$ cat config.mk
export PLATFORM = sky130hd
export DESIGN_NAME = tcw_front
export DESIGN_NICKNAME = d
export VERILOG_FILES = /design/src/hdl/tcw_pkg.sv /design/src/hdl/tcw_front.sv
export SDC_FILE = /design/constraint.sdc
export NUM_CORES = 1
export LEC_CHECK = 0
export ABC_AREA = 1
export BUFFER_PORTS_ARGS = -buffer_cell sky130_fd_sc_hd__clkbuf_2
export CAP_MARGIN = 25
export CORE_AREA = 2 2 39 41
export DETAILED_ROUTE_END_ITERATION = 8
export DIE_AREA = 0 0 41 43
export GPL_TIMING_DRIVEN = 0
export PLACE_DENSITY = 0.78
export SYNTH_ARGS = -nofsm -noshare
export SYNTH_HDL_FRONTEND = slang
export SYNTH_SLANG_ARGS = --single-unit
$ cat constraint.sdc
create_clock -name vclk -period 0.8
set_input_delay 0.04 -clock vclk [all_inputs]
set_output_delay 0.04 -clock vclk [all_outputs]
set_load 0.01 [all_outputs]
$ cat src/hdl/tcw_pkg.sv
// Package for the text console writer: geometry constants, field widths,
// command and state types, and the cell address helper. No dependencies.
package tcw_pkg;

   // Screen geometry
   localparam int COLS  = 80;
   localparam int ROWS  = 25;
   localparam int CELLS = COLS * ROWS;

   localparam int COL_W  = $clog2(COLS);
   localparam int ROW_W  = $clog2(ROWS);
   localparam int CELL_W = $clog2(CELLS);

   localparam logic [CELL_W-1:0] CELL_LAST = CELL_W'(CELLS - 1);
   localparam logic [CELL_W-1:0] COPY_N    = CELL_W'(CELLS - COLS);

   // Port field widths
   localparam int TYPE_FW = 2;
   localparam int CHAR_FW = 8;
   localparam int COL_FW  = 7;
   localparam int ROW_FW  = 5;
   localparam int ATTR_FW = 8;

   // Request codes
   localparam logic [TYPE_FW-1:0] REQ_PUT  = 2'd0;
   localparam logic [TYPE_FW-1:0] REQ_SET  = 2'd1;
   localparam logic [TYPE_FW-1:0] REQ_READ = 2'd2;

   localparam logic [CHAR_FW-1:0] NEWLINE_CODE = 8'd10;
   localparam logic [ATTR_FW-1:0] ATTR_RESET   = 8'd15;

   typedef enum logic [2:0] {
      CMD_PUT_CHAR,
      CMD_NEWLINE,
      CMD_SET_CURSOR,
      CMD_READ_CELL,
      CMD_NOP
   } cmd_kind_type;

   typedef struct packed {
      cmd_kind_type         kind;
      logic [CHAR_FW-1:0]   char_code;
      logic [COL_W-1:0]     col;
      logic [ROW_W-1:0]     row;
   } cmd_type;

   typedef struct packed {
      logic full;
      logic empty;
   } q_status_type;

   typedef struct packed {
      logic clearing;
   } back_status_type;

   typedef enum logic [2:0] {
      ST_CLEAR,
      ST_IDLE,
      ST_READ_WAIT,
      ST_COPY,
      ST_ZERO,
      ST_DONE
   } back_state_type;

   function automatic logic [CELL_W-1:0] cell_addr(input logic [COL_W-1:0] col,
                                                   input logic [ROW_W-1:0] row);
      return CELL_W'(row) * CELL_W'(COLS) + CELL_W'(col);
   endfunction

endpackage

$ cat src/hdl/tcw_front.sv
// Front end of the text console writer: accepts request words, clamps the
// coordinates and classifies each one into a command. Uses tcw_pkg.
module tcw_front (
   input  logic                        req_valid,
   output logic                        req_stall,
   input  logic [tcw_pkg::TYPE_FW-1:0] req_type,
   input  logic [tcw_pkg::CHAR_FW-1:0] req_char_code,
   input  logic [tcw_pkg::COL_FW-1:0]  req_target_col,
   input  logic [tcw_pkg::ROW_FW-1:0]  req_target_row,
   input  tcw_pkg::q_status_type       q_status,
   input  tcw_pkg::back_status_type    back_status,
   output logic                        q_push,
   output tcw_pkg::cmd_type            q_push_cmd
);

   logic [tcw_pkg::COL_W-1:0] clamp_col;
   logic [tcw_pkg::ROW_W-1:0] clamp_row;

   // Hold off while the queue is full or the cell store is being cleared
   assign req_stall = q_status.full || back_status.clearing;
   assign q_push    = req_valid && !req_stall;

   assign clamp_col = (int'(req_target_col) > tcw_pkg::COLS - 1) ?
                      tcw_pkg::COL_W'(tcw_pkg::COLS - 1) :
                      tcw_pkg::COL_W'(req_target_col);
   assign clamp_row = (int'(req_target_row) > tcw_pkg::ROWS - 1) ?
                      tcw_pkg::ROW_W'(tcw_pkg::ROWS - 1) :
                      tcw_pkg::ROW_W'(req_target_row);

   always_comb begin
      q_push_cmd.char_code = req_char_code;
      q_push_cmd.col       = clamp_col;
      q_push_cmd.row       = clamp_row;
      unique case (req_type)
         tcw_pkg::REQ_PUT: begin
            q_push_cmd.kind = (req_char_code == tcw_pkg::NEWLINE_CODE) ?
                              tcw_pkg::CMD_NEWLINE : tcw_pkg::CMD_PUT_CHAR;
         end
         tcw_pkg::REQ_SET:  q_push_cmd.kind = tcw_pkg::CMD_SET_CURSOR;
         tcw_pkg::REQ_READ: q_push_cmd.kind = tcw_pkg::CMD_READ_CELL;
         default:           q_push_cmd.kind = tcw_pkg::CMD_NOP;
      endcase
   end

endmodule

After elaboration in Yosys (flattened, before gate mapping). Cells that the tools add are included.

Output and inout bits: 25. Bits of input ports: 26. Bits in writable memories: 0. Bits in read-only memories: 0. Latch bits: 0. Memories kept: 0. Flip-flop bits (word level): 0.

Add/sub/neg operators: 0. Reductions and logical operators: 4. Muxes and demuxes: 4. Bitwise gates (word level): 0. Shifts and indexed selects: 0. Magnitude comparators: 2. Equal/unequal tests: 3. $mul: 0. Divide/modulo/power cells: 0.

Operators with widths (count): one-hot mux 3 bit (3 select lines) (1); equality test 8 x 4 -> 1 bit, second input constant (1); greater-than comparator 7 bit, second input constant (1); 2-to-1 mux 7 bit (1); greater-than comparator 5 bit, second input constant (1); 2-to-1 mux 5 bit (1); equality test 2 x 1 -> 1 bit, second input constant (1); equality test 2 bit, second input constant (1); logical NOT 2 bit (1); logical AND 1 bit (1); logical NOT 1 bit (1); logical OR 1 bit (1); 2-to-1 mux 1 bit (1).

Longest topological paths before layout.
Depth after elaboration: 3. Mapped depth: 6. Gate-level depth less buffers: 6.

Worst setup path before layout. No wires, ideal clock.

Path type: input to output. Start: in req_type[1] in the netlist's numbering. End: out q_push_cmd[20] in the netlist's numbering. Stages: 6. Path buffers: 0. Setup slack: 176 ps. Arrival: 584 ps. Cells stage by stage: inv_1 ha_1 inv_1 nor2_1 nand2_1 o21bai_1.

RTL lines: start, declared (RTL line tcw_front.sv:6) `input logic [tcw_pkg::TYPE_FW-1:0] req_type,`; end, declared (RTL line tcw_front.sv:13) `output tcw_pkg::cmd_type q_push_cmd`.

==> reports/summary.txt <==
setup violators final: 0
dpl hpwl: 767 um
wire per inst: 7.24 um
Critical Path Start Type: input pin
sequential cell area: 0 um2
RSZ-0062 raised after global routing: yes
initial antenna violation count: 0
IO buf count: 50
Via density: 3.74
final worst path period share: 97.1%
Worst IR Drop VDD: 0.000187 V
layout overhead on the synthesized area: 124%
share of layout cells above drive strength 1: 64.1%
Met1 Routed Length: 258 um
Die Area: 1760 um2
area taken by multi-input logic gates: 146 um2
most frequent cells in the layout: clkbuf_2, inv_1, nor2_1, buf_4, nand2_1
Post-Synthesis Cell Area: 258 um2
final setup margin: 22.8 ps
initial core utilization: 18.6%
gr ovfl total: 0
drt first-iter violations: 1
top sig layer: met3
routed wl met2: 466 um
Layout Cells excl Fill: 119
Power per Cell Area: 521 nW/um2
Yosys cell types: 11
FFs & Latches: 0
hold-fix buffers at CTS: 0
via count: 445
width of the die: 41 um
Ys Warns: 0
Pre-Repair DR Iteration Count: 2
worst endpoint data arrival time: 740 ps
largest net degree at the start of global routing: 6
Mapped Cells: 51
Peak Freq: 1290 MHz
Net Count, Synth: 79
Slew HR: 86.8%
pre-CTS setup slack: -12.4 ps
Fill cells: 158
global placement routability congestion: 0.679
diodes inserted: 0
max-slew violations: 0
critical path class: in -> out
Hold Fails Final Rpt: 0
GRT Total Usage: 8.29%
clkbuf count: 0
core area: 1380 um2
CP Capture Type: output port
placed inst area: 528 um2
crit-path max FO: 3
DRC: 0
FP Rows: 14
status: finished clean
fin crit period: 777 ps
Power, Total: 300 uW
Max Cap Viol: 0
Syn Area/Cell: 5.05 um2
WP data required: 760 ps
fin area: 577 um2
nets: 133
first-pass GRT wire length: 1110 um
Hold Path Class: in -> out
pin slew with the least headroom to its limit: 198 ps
antenna-violating nets left: 0
number of global-route vias before repair: 314
placed cell count: 117
DRT Wirelength: 861 um
Chip Height: 43 um
static leakage: 0.406 nW
IO Pins: 51
met3 WL: 136 um
register area share after synthesis: 0%
commonest non-fill, non-tap cell in the layout: clkbuf_2
[worst paths after layout]
path | depth (start not counted) | start | slack (ps) | end
setup / recovery | 8 | req_type[1] | 20 | q_push_cmd[20]
hold / removal | 4 | req_valid | 340 | q_push
[cell type report]
cell class	count	area share [%]
timing repair buffer	52	48.8
multi-input combinational	26	25.4
buffer	11	12.4
inverter	14	9.98
tap	16	3.47
[logic make-up after synthesis]
family,synth area share (%)
AO/OA/AOI/OAI,9.23
adder cells (fa/ha/maj),9.71
buffers and inverters,48.1
AND/OR/NAND/NOR,33.0
[timing repair]
item	CTS	global route
pin swaps	1	3
endpoints found under the setup margin	1	1
setup buffers	0	2
resized for setup	1	14
[Yosys cell counts]
cell,number,share of area [%]
a21boi_0,1,2.9
buf_4,8,23
or2_4,1,3.4
o21bai_1,1,2.9
nand3_1,1,1.9
ha_1,2,9.7
nor2_1,10,15
inv_1,14,20
nand2_1,9,13
clkbuf_1,3,4.4
o21ai_2,1,3.4
[per-stage QoR]
stage	hold slack [ps]	utilization, %	setup TNS (ps)
2_1_floorplan	128	-	0
6_report	344	41.7	0
4_1_cts	349	38.2	0
3_3_place_gp	339	38.2	-10.1
5_1_grt	365	41.7	-49.7
3_5_place_dp	349	38.2	-12.4
[power breakdown]
group	internal (mW)	leakage [nW]	switching, mW	total [mW]
Sequential	0	0	0	0
Clock	0	0	0	0
Combinational	0.162	0.406	0.138	0.300
Total	0.162	0.406	0.138	0.300
[per-layer routing]
| layer | vias to the layer above | global-route usage, % |
|---|---|---|
| met5 | - | 0 |
| met4 | 0 | 0 |
| met3 | 0 | 0.524 |
| met2 | 34 | 17.8 |
| met1 | 172 | 7.91 |
| li1 | 239 | - |
[worst max-delay path, cell delays in order]
cell and delay (ps):
buf_8 100, inv_4 60, ha_4 120, inv_2 20, nor2_1 80, nand2_1 50, o21bai_1 120, buf_2 140
No activity file was read; power rests on OpenSTA's default activity.
