==> src/hdl/tcw_pkg.sv <==
// Package for the text console writer: geometry constants, field widths,
// command and state types, and the cell address helper. No dependencies.
package tcw_pkg;

   // Screen geometry
   localparam int COLS  = 80;
   localparam int ROWS  = 25;
   localparam int CELLS = COLS * ROWS;

   localparam int COL_W  = $clog2(COLS);
   localparam int ROW_W  = $clog2(ROWS);
   localparam int CELL_W = $clog2(CELLS);

   localparam logic [CELL_W-1:0] CELL_LAST = CELL_W'(CELLS - 1);
   localparam logic [CELL_W-1:0] COPY_N    = CELL_W'(CELLS - COLS);

   // Port field widths
   localparam int TYPE_FW = 2;
   localparam int CHAR_FW = 8;
   localparam int COL_FW  = 7;
   localparam int ROW_FW  = 5;
   localparam int ATTR_FW = 8;

   // Request codes
   localparam logic [TYPE_FW-1:0] REQ_PUT  = 2'd0;
   localparam logic [TYPE_FW-1:0] REQ_SET  = 2'd1;
   localparam logic [TYPE_FW-1:0] REQ_READ = 2'd2;

   localparam logic [CHAR_FW-1:0] NEWLINE_CODE = 8'd10;
   localparam logic [ATTR_FW-1:0] ATTR_RESET   = 8'd15;

   typedef enum logic [2:0] {
      CMD_PUT_CHAR,
      CMD_NEWLINE,
      CMD_SET_CURSOR,
      CMD_READ_CELL,
      CMD_NOP
   } cmd_kind_type;

   typedef struct packed {
      cmd_kind_type         kind;
      logic [CHAR_FW-1:0]   char_code;
      logic [COL_W-1:0]     col;
      logic [ROW_W-1:0]     row;
   } cmd_type;

   typedef struct packed {
      logic full;
      logic empty;
   } q_status_type;

   typedef struct packed {
      logic clearing;
   } back_status_type;

   typedef enum logic [2:0] {
      ST_CLEAR,
      ST_IDLE,
      ST_READ_WAIT,
      ST_COPY,
      ST_ZERO,
      ST_DONE
   } back_state_type;

   function automatic logic [CELL_W-1:0] cell_addr(input logic [COL_W-1:0] col,
                                                   input logic [ROW_W-1:0] row);
      return CELL_W'(row) * CELL_W'(COLS) + CELL_W'(col);
   endfunction

endpackage

==> src/hdl/tcw_queue.sv <==
// Two-entry command queue between front and back of the text console writer.
// Uses tcw_pkg for the command type.
module tcw_queue (
   input  logic                  clock,
   input  logic                  reset,
   input  logic                  push,
   input  tcw_pkg::cmd_type      push_cmd,
   input  logic                  pop,
   output tcw_pkg::cmd_type      pop_cmd,
   output tcw_pkg::q_status_type status
);

   tcw_pkg::cmd_type entry_ff [2];
   logic             wr_ptr_ff, wr_ptr_in;
   logic             rd_ptr_ff, rd_ptr_in;
   logic [1:0]       count_ff, count_in;
   logic             do_push, do_pop;

   assign status.full  = (count_ff == 2'd2);
   assign status.empty = (count_ff == 2'd0);
   assign do_push      = push && !status.full;
   assign do_pop       = pop && !status.empty;
   assign pop_cmd      = entry_ff[rd_ptr_ff];

   always_comb begin
      wr_ptr_in = do_push ? ~wr_ptr_ff : wr_ptr_ff;
      rd_ptr_in = do_pop ? ~rd_ptr_ff : rd_ptr_ff;
      count_in  = count_ff + 2'(do_push) - 2'(do_pop);
   end

   always_ff @(posedge clock) begin
      if (reset) begin
         wr_ptr_ff <= 1'b0;
         rd_ptr_ff <= 1'b0;
         count_ff  <= 2'd0;
      end else begin
         wr_ptr_ff <= wr_ptr_in;
         rd_ptr_ff <= rd_ptr_in;
         count_ff  <= count_in;
      end
   end

   always_ff @(posedge clock) begin
      if (do_push) begin
         entry_ff[wr_ptr_ff] <= push_cmd;
      end
   end

endmodule

==> config.mk <==
export PLATFORM = sky130hd
export DESIGN_NAME = tcw_queue
export DESIGN_NICKNAME = d
export VERILOG_FILES = /design/src/hdl/tcw_pkg.sv /design/src/hdl/tcw_queue.sv
export SDC_FILE = /design/constraint.sdc
export NUM_CORES = 1
export LEC_CHECK = 0
export BUFFER_PORTS_ARGS = -buffer_cell sky130_fd_sc_hd__buf_2
export CORE_MARGIN = 4
export CORE_UTILIZATION = 35
export DETAILED_ROUTE_END_ITERATION = 10
export GPL_TIMING_DRIVEN = 0
export SKIP_LAST_GASP = 1
export SYNTH_ARGS = -nofsm -noshare
export SYNTH_HDL_FRONTEND = slang
export SYNTH_SLANG_ARGS = --single-unit
==> constraint.sdc <==
create_clock -name clock -period 2.2 [get_ports clock]
set_input_delay 0.22 -clock clock [delete_from_list [all_inputs] [get_ports clock]]
set_output_delay 0.22 -clock clock [all_outputs]
set_load 0.1 [all_outputs]
[Word level (Yosys, flattened, before mapping)]
Memory sizes are Yosys's and may differ from the RTL's. A register that Yosys moved wholly into a read port is not among the register bits.
Cells that the tools add are included.
Widths: inputs -> output; s select.
Word-level totals
  output and inout port bits: 25
  bits in writable memories: 46
  memories kept: 1
  ROM bits: 0
  latch bits: 0
  bits in registers: 4
  input port bits: 27
  word-level logic and storage cells: 18
Operators by class
  eq/ne operators: 1
  divide/modulo/power cells: 0
  bitwise logic cells: 2
  reductions and logical operators: 5
  shift operators: 0
  $add $sub $neg: 2
  multipliers: 0
  magnitude comparators: 0
  muxes and demuxes: 4
Memory list
  entry_ff: depth 2, bits a word 23, rd ports 1, clocked after Yosys merged registers in 1, write ports 1, line tcw_queue.sv:13  | tcw_pkg::cmd_type entry_ff [2];
Operator list (count)
  $mux 1: 4
  $add 2x1->2: 1
  $eq 2x2->1 const B: 1
  $logic_and 1x1->1: 2
  $logic_not 1->1: 2
  $logic_not 2->1: 1
  $not 1->1: 2
  $sub 2x1->2: 1

[Logic depth before layout (Yosys ltp)]
  depth after elaboration: 5
  mapped depth: 8
  depth with buffers taken out: 8

[Worst setup path after synthesis]
No wires, ideal clock.
  path kind: register -> register
  start: reg count_ff[0]
  end: mem entry_ff[0][0] in the netlist's numbering (enable)
  path slack: 0.282 ns
  cell stages (with the launch flop): 5
  clock period less this slack: 1.918 ns
  data arrival time: 1.541 ns
  buffers on the path: 0
  library setup time: 0.378 ns
  required time: 1.822 ns
  cell sequence: dfxtp_1 -> nand2b_2 -> inv_2 -> or3_1 -> inv_1
RTL lines
  start, declared: line tcw_queue.sv:16  | logic [1:0] count_ff, count_in;
  start signal, assigned: line tcw_queue.sv:39  | count_ff <= count_in;
  end, declared: line tcw_queue.sv:13

[Worst setup path after layout]
  start: reg count_ff[0]
  end: mem entry_ff[0][18] in the netlist's numbering (enable)
Between the ends
  cells in the longest elaborated chain, start to end: 5
RTL lines
  $eq 2x2->1: line tcw_queue.sv:19  | assign status.full = (count_ff == 2'd2);
  $logic_not 1->1: line tcw_queue.sv:21  | assign do_push = push && !status.full;
  $logic_and 1x1->1: line tcw_queue.sv:21
  $mux 1: line tcw_queue.sv:44  | if (do_push) begin
  $mux 1 (implied by the code): line tcw_queue.sv:45  | entry_ff[wr_ptr_ff] <= push_cmd;
No other way between the ends.

==> run_results.csv <==
group,metric,value,unit
worst_setup_path,crit_chain,"nand2b_2 > inv_2 > or3_1 > inv_1",
job,max_cap_viol_count,0,
clock_tree,ctsHoldBuffers,0,
logic_synthesis,synth_top_area_share,73.3,%
worst_setup_path,cp_num_buf_inv,2,
worst_setup_path,worstPathMaxFanout,23,
timing,hold_slack,0.108,ns
logic_synthesis,synthCells,98,
logic_synthesis,ys_seq_area_share,78.6,%
worst_setup_path,crit_family,"buffers and inverters",
global_routing,grt_pass1_wl,4730,microns
worst_setup_path,regToRegSetupSlack,0.18,ns
worst_setup_path,cp_slowest_cell,"inv_1",
min_path,min_path_cells,1,
logic_synthesis,yosys.area_share.simple,3.12,%
detailed_routing,wl,3160,microns
worst_setup_path,max_stage_delay,0.69,ns
timing,relSlewSlack,37.7,%
logic_synthesis,ys.flop_type,"edfxtp_1",
logic_synthesis,synthAdderAreaFrac,1.33,%
min_path,hold_end,"entry_ff[0][5]",
finish,nets,185,
finish,syn_to_final_growth,22.3,%
logic_synthesis,synth_seq_cells,51,
logic_synthesis,synth_area_per_cell,19.2,sq um
logic_synthesis,ys_warn_count,0,
min_path,min_path_type,"primary input to flop",
floorplan,core-area,5170,sq um
finish,final_cell_area,2300,sq um
timing,timing_hold_violations_final,0,
global_routing,grt_antenna_before_repair,0,
detailed_routing,first_iter_violations,16,
place,gp_congestion,0.741,
detailed_routing,drc,0,
timing,finalMaxSlewViolations,0,
run_status,outcome,"finished, final reports clean",
logic_synthesis,ys_top_cells_by_area,"edfxtp_1, mux2_2, dfxtp_1, ha_1, nor2_1",
detailed_routing,dr_total_vias,1007,
floorplan,die_area,6620,sq um
worst_setup_path,critPathCaptureType,"flop",
logic_synthesis,syn_nets,127,
clock_tree,clk_pin_slew_worst_paths,0.08,ns
timing,rsz0062_at_grt,"false",
timing,setup_tns,0,ns
floorplan,die_w,81.4,microns
floorplan,die_y,81.4,microns
clock_tree,clkLatencyLatePin,0.29,ns
logic_synthesis,synth_top_area_cell,"edfxtp_1",
place,port_buffers,51,
timing,finalSetupViolations,0,
finish,diodes,0,
floorplan,fp-row-count,26,
detailed_routing,wl_per_cell,14.0,microns
worst_setup_path,arrival,1.94,ns
clock_tree,cts_setup_buffers,0,
global_routing,grt_max_degree,24,
timing,layout_min_cycle_time,2.02,ns
timing,fmax,496,MHz
floorplan,ios,52,
floorplan,start_util,36.4,%
logic_synthesis,synth_common_cells,"edfxtp_1, mux2_2, dfxtp_1",
logic_synthesis,synth_compound_area_share,0.930,%
worst_setup_path,reg2reg_depth,4,
logic_synthesis,async_flop_share,0,%
detailed_routing,postRouteAntennaNets,0,
place,dp_slack,0.145,ns
worst_setup_path,path_class,"flop to flop",
timing,worst_slack,0.184,ns
logic_synthesis,synth-xor-area-share,0.930,%
worst_setup_path,start_kind,"flop",
detailed_routing,post_drt_via_cell_ratio,4.46,
logic_synthesis,yosysMostFrequentCell,"edfxtp_1",
place,post-dp-hpwl,2190,microns
min_path,min_from,"push_cmd[5]",
place,placed_area,2230,sq um
clock_tree,cts_tree,"built",
clock_tree,post_cts_resized,0,
timing,fin_crit_sh,91.6,%
detailed_routing,drt_first_pass_iters,4,
worst_setup_path,required,2.12,ns
clock_tree,cts_root_buf,"clkbuf_8",
worst_setup_path,r2r-start,"count_ff[0]",
finish,drive_above_1_share,54.5,%
clock_tree,cts.sinks,51,
logic_synthesis,synth_top_family_by_area,"multiplexers",
clock_tree,cts_buffers,5,
global_routing,grt_usage,9.89,%
timing,skew,0.00301,ns
clock_tree,htree_num_levels,2,
worst_setup_path,reg2reg_to,"entry_ff[0][18]",
clock_tree,clockBufferDepth,2,
logic_synthesis,synth.area.mux_share,13.7,%
global_routing,grt_overflow,0,
logic_synthesis,post_synth_num_cell_types,20,
global_routing,grt_pass1_vias,1109,
timing,worst_pin_slew,0.934,ns
logic_synthesis,synth_area,1880,sq um
logic_synthesis,synth_edf_count,46,
==> worst register-to-register path: cells and delay by family, from the launching register on <==
kind                   cells  cell delay, ns
DFF                        1            0.39
buffers and inverters      2            0.73
and+or+nand+nor            2            0.50
==> cell type report <==
class                      instances  area (sq um)
buffer                             2          10.0
clock buffer                       5          68.8
clock inverter                     2          8.76
fill                             461          2870
inverter                           4          15.0
multi-input combinational         41           378
sequential                        51          1480
tap                               70          87.6
timing repair buffer              51           255
==> layout by cell type (no fill, tap or decap), types with 2 or more instances in the layout <==
master    instances
edfxtp_1         46
clkbuf_8          5
inv_1             3
nor2_1            4
buf_2            53
dfxtp_1           5
ha_1              2
mux2_2           23
==> registers in the layout, summed over array words and instances, names as in the netlist, named ones only <==
name       count
rd_ptr_ff      1
entry_ff      46
wr_ptr_ff      1
count_ff       2
==> worst max path at each step <==
stage / startpoint / endpoint / slack (ns) / depth (start not counted)
floorplan: count_ff[0] / entry_ff[0][0] / 0.28 / 4
global placement: count_ff[0] / entry_ff[0][21] / 0.24 / 4
detailed placement: count_ff[0] / entry_ff[0][16] / 0.14 / 4
CTS: count_ff[0] / entry_ff[0][12] / 0.13 / 4
global route: count_ff[0] / entry_ff[0][12] / 0.000009 / 4
finish: count_ff[0] / entry_ff[0][18] / 0.18 / 4
==> kinds of logic after synthesis <==
family | after synthesis
mux | 23
buf+inv | 6
fa+ha+maj | 2
compound gates | 3
simple gates | 11
flops | 51
xor+xnor | 2
==> metal layers <==
metal  wire length [microns]  vias to the layer above  track usage, %
li1                        -                      483               -
met1                    1170                      481            9.40
met2                    1700                       39            18.5
met3                     264                        4            4.21
met4                      26                        0            3.89
met5                       0                        -               0
==> through the flow <==
stage                     util, %  std cells
after floorplan                 -         98
after global placement       43.1        219
after detailed placement     43.1        219
after CTS                    44.6        226
after global routing         44.6        226
final                        44.6        226
Power is left out: the tool's default activity adds up to more than one toggle a clock period on the data nets, which glitch-free logic cannot reach.
